==> config.mk <==
export PLATFORM = sky130hd
export DESIGN_NAME = ectri_turn
export DESIGN_NICKNAME = d
export VERILOG_FILES = /design/src/rtl/ectri_pkg.sv /design/src/rtl/ectri_turn.sv
export SDC_FILE = /design/constraint.sdc
export NUM_CORES = 2
export LEC_CHECK = 0
export BUFFER_PORTS_ARGS = -buffer_cell sky130_fd_sc_hd__buf_4
export CAP_MARGIN = 20
export CORE_ASPECT_RATIO = 0.6
export CORE_MARGIN = 10
export CORE_UTILIZATION = 50
export DETAILED_ROUTE_END_ITERATION = 16
export GPL_TIMING_DRIVEN = 1
export HOLD_SLACK_MARGIN = 0.03
export PLACE_DENSITY = 0.67
export SLEW_MARGIN = 20
export SYNTH_ARGS = -nofsm -noshare
export SYNTH_HDL_FRONTEND = slang
export SYNTH_SLANG_ARGS = --single-unit
==> constraint.sdc <==
create_clock -name clk -period 8.2 [get_ports clk]
set_clock_uncertainty 0.05 [all_clocks]
set_input_delay 0.41 -clock clk [delete_from_list [all_inputs] [get_ports clk]]
set_output_delay 0.41 -clock clk [all_outputs]
set_load 0.05 [all_outputs]
==> src/rtl/ectri_pkg.sv <==
// Shared constants, types and status codes of the ear clipping core.
// Depends on nothing.
`default_nettype none
package ectri_pkg;
	localparam int MAX_VERTICES = 64;
	localparam int IDX_W        = 6;
	localparam int CNT_W        = 7;
	localparam int COORD_W      = 16;
	localparam int DIFF_W       = 17;
	localparam int PROD_W       = 34;
	localparam int CROSS_W      = 35;
	localparam int SUM_W        = 36;

	localparam logic [1:0] ST_OK     = 2'd0;
	localparam logic [1:0] ST_NO_EAR = 2'd1;
	localparam logic [1:0] ST_FEW    = 2'd2;
	localparam logic [1:0] ST_OVF    = 2'd3;

	typedef struct packed {
		logic signed [COORD_W-1:0] y;
		logic signed [COORD_W-1:0] x;
	} vtx_t;

	typedef struct packed {
		vtx_t       a;
		vtx_t       b;
		vtx_t       c;
		logic       has_tri;
		logic [1:0] status;
		logic       last;
	} res_t;
endpackage
`default_nettype wire

==> src/rtl/ectri_turn.sv <==
// Three-stage orientation unit: sign of the cross product at corner b.
// Depends on ectri_pkg.
`default_nettype none
module ectri_turn (
	input  wire              clk,
	input  wire              arst_n,
	input  wire              start,
	input  ectri_pkg::vtx_t  a,
	input  ectri_pkg::vtx_t  b,
	input  ectri_pkg::vtx_t  c,
	output logic             done,
	output logic             neg
);
	logic signed [ectri_pkg::DIFF_W-1:0] dux_s1, duy_s1, dvx_s1, dvy_s1;
	logic signed [ectri_pkg::PROD_W-1:0] p1_s2, p2_s2;
	logic v1_s1, v2_s2, v3_s3, neg_s3;

	always_ff @(posedge clk or negedge arst_n) begin
		if (!arst_n) begin
			v1_s1 <= 1'b0;
			v2_s2 <= 1'b0;
			v3_s3 <= 1'b0;
		end else begin
			v1_s1 <= start;
			v2_s2 <= v1_s1;
			v3_s3 <= v2_s2;
		end
	end

	always_ff @(posedge clk) begin
		dux_s1 <= ectri_pkg::DIFF_W'(a.x) - ectri_pkg::DIFF_W'(b.x);
		duy_s1 <= ectri_pkg::DIFF_W'(a.y) - ectri_pkg::DIFF_W'(b.y);
		dvx_s1 <= ectri_pkg::DIFF_W'(c.x) - ectri_pkg::DIFF_W'(b.x);
		dvy_s1 <= ectri_pkg::DIFF_W'(c.y) - ectri_pkg::DIFF_W'(b.y);
		p1_s2  <= ectri_pkg::PROD_W'(dux_s1) * ectri_pkg::PROD_W'(dvy_s1);
		p2_s2  <= ectri_pkg::PROD_W'(duy_s1) * ectri_pkg::PROD_W'(dvx_s1);
		neg_s3 <= p1_s2 < p2_s2;
	end

	assign done = v3_s3;
	assign neg  = neg_s3;
endmodule
`default_nettype wire

==> flow_summary.ini <==
[clock_network]
cts_tree = done
cts_sinks = 140
cts_made_buffers = 17
postCtsHoldBufs = 2
htreeDepth = 4
cts.clk_slew.worst_paths_ps = 70
clock_latency_ps = 450
post-cts-setup-buffers = 0
post_cts_resized = 0
cts_max_path_buffers = 2
cts_root_buf = clkbuf_16

[route]
drt-initial-drc-count = 1320
detail-route-antenna-nets = 0
route.detailed.drc = 0
wl_per_cell_um = 18.1
drt-total-wl_mm = 69.6
first_pass_iters = 5
routed_via_density = 5.28
num_vias = 20300

[floorplanning]
io_pins = 101
die_x_um = 326
num_rows = 67
fp.dieH_um = 204
start_util = 0.505
die_area_mm2 = 0.0665
coreArea_mm2 = 0.0557

[global_routing]
grt_pass1_vias = 22200
antenna_found_initial = 4
grt_max_degree = 18
grt_overflow_total = 0
globalRouteTotalUtil = 0.219
grt_pass1_wl_mm = 117

[timing]
hold_viol = 0
period_share = 0.855
rsz0062_at_grt = false
tns_ps = 0
hold_slack_ps = 191
worst_pin_slew_ps = 1020
fin_crit_ps = 7010
fmax_mhz = 143
drv_slew = 0
relSlewSlack = 0.321
setup_ws_ps = 1190
setup_viol = 0

[job]
drv_cap = 0

[synthesis]
syn_nets = 3993
synthArstFlopShare = 0.0214
synth.avg_cell_area_um2 = 9.29
yosysSeqAreaShare = 0.100
synth_seq_cells = 140
ys_warn_count = 0
synth_area_leaders = fa_1 (42%), ha_1 (12%), dfxtp_1 (9.7%)
netlist_instances = 3031
synth_top_area_frac = 0.424
synth_commonest_cells = inv_1 (692), fa_1 (596), nand2_1 (328)
synthFlopType = dfxtp_1
synth_most_common_cell = inv_1
yosys.area.top_type = fa_1
synth_area_mm2 = 0.0282
synth_edf_count = 0
ys_types = 65

[outcome]
status = finished clean

[critical_path]
path_cells = nand2_1 > fa_1 > inv_1 > fa_1 > fa_1 > fa_1 > fa_1 > inv_1 > fa_1 > inv_1 > ha_1 > a21oi_1 > o211ai_1 > a221oi_1 > nor2b_1 > a31oi_1 > a21oi_1 > a211oi_1 > a21oi_1 > xnor2_1
cp-start-kind = flop
cp.arrival_ps = 7300
critical_path.most_common_cell = fa_1
worst_path_largest_cell_delay_ps = 960
worstPathRequired_ps = 8480
endpoint_kind = flop
path_class = flop to flop
worstPathMaxFanout = 17
crit_slowest_cell = dfxtp_1

[layout]
drive_gt1_frac = 0.0485
fin_nets = 4040
fin_util = 0.542
area.growth.synth_to_final_pct = 7.40
fillers = 5053

[placed_design]
port_buffers = 100
preCtsSetupSlack_ps = 1330
gp_congestion = 0.917
place_hpwl_mm = 59.8

[hold_path]
hold_path.class = input port to flop
[path summary, 6_finish.rpt]
check | startpoint | end | slack, ps | cells after the start
setup / recovery | dvy_s1[8] | p1_s2[33] | 1190 | 20
hold / removal | b[0] | dvx_s1[0] | 190 | 3
setup reg to reg | dvy_s1[8] | p1_s2[33] | 1190 | 20
hold reg to reg | v1_s1 | v2_s2 | 320 | 0
max in group asynchronous | arst_n | done | 7770 | 2
min in group asynchronous | arst_n | v2_s2 | 240 | 2
[cells by family (layout without fill, tap and decap cells)]
group                    after synthesis  count (layout)  share of synthesized area
AND/OR/NAND/NOR                      872             872                      0.154
adder cells (fa/ha/maj)              863             863                      0.542
buffers and inverters                772             831                      0.103
AO/OA/AOI/OAI                        274             274                     0.0665
flip-flops                           140             140                      0.100
XOR/XNOR                             105             105                     0.0327
multiplexers                           5               5                    0.00178
other                                  0               1                          0
[per-stage QoR]
stage | instance area [µm²] | cells
4_1_cts | 30200 | 3849
5_1_grt | 30200 | 3849
3_3_place_gp | 29600 | 3816
3_5_place_dp | 29600 | 3816
2_1_floorplan | 28200 | 3031
6_report | 30200 | 3850
[cells in the final DEF (no fill, tap or decap), drive strengths merged, types with 8 or more instances in the layout]
cell type / synthesis / final
a2111oi: 8 / 8
a211oi: 12 / 12
a21boi: 11 / 11
a21o: 39 / 39
a21oi: 64 / 64
a221oi: 9 / 9
and2: 290 / 290
buf: 6 / 106
clkbuf: 74 / 17
dfxtp: 137 / 137
fa: 596 / 596
ha: 267 / 267
inv: 692 / 694
nand2: 328 / 328
nand2b: 16 / 16
nand3: 32 / 32
nand4: 8 / 8
nor2: 98 / 98
nor2b: 27 / 27
nor3: 40 / 40
o211ai: 8 / 8
o21a: 23 / 23
o21ai: 49 / 49
o31ai: 9 / 9
or3: 12 / 12
xnor2: 79 / 79
xor2: 26 / 26
[metal layers]
metal	part of all wire	wire length, µm	track usage	vias to the layer above
li1	-	-	-	9275
met1	0.48	33300	0.321	10300
met2	0.42	29300	0.325	675
met3	0.088	6120	0.0614	55
met4	0.012	804	0.0345	2
met5	0.00011	8	0	-
[critical path: cells and delay by family, from the launching register on]
family | cells | cell delay, ps
buffers and inverters | 3 | 160
DFF | 1 | 960
AOI/OAI and AO/OA | 7 | 1850
xor gates and xnor gates | 1 | 150
and+or+nand+nor | 2 | 290
adders and majority gates | 7 | 3420
[registers in the layout, summed over array words and instances (netlist names)]
signal	cells
duy_s1	17
neg	1
p2_s2	34
dvx_s1	17
v1_s1	1
dux_s1	17
v2_s2	1
done	1
dvy_s1	17
p1_s2	34
[layout make-up]
type	instances	area, µm²	area share
Inverter	692	2600	0.0859
Sequential cell	140	2820	0.0932
Clock inverter	14	194	0.00641
Timing Repair Buffer	108	816	0.0270
Multi-Input combinational cell	2119	22400	0.742
Antenna cell	1	2.50	0.0000827
Tap cell	759	950	0.0314
Clock buffer	17	425	0.0141
Power is not shown: default switching activity piles up to over one toggle a cycle in this logic, so the estimate is an artifact.
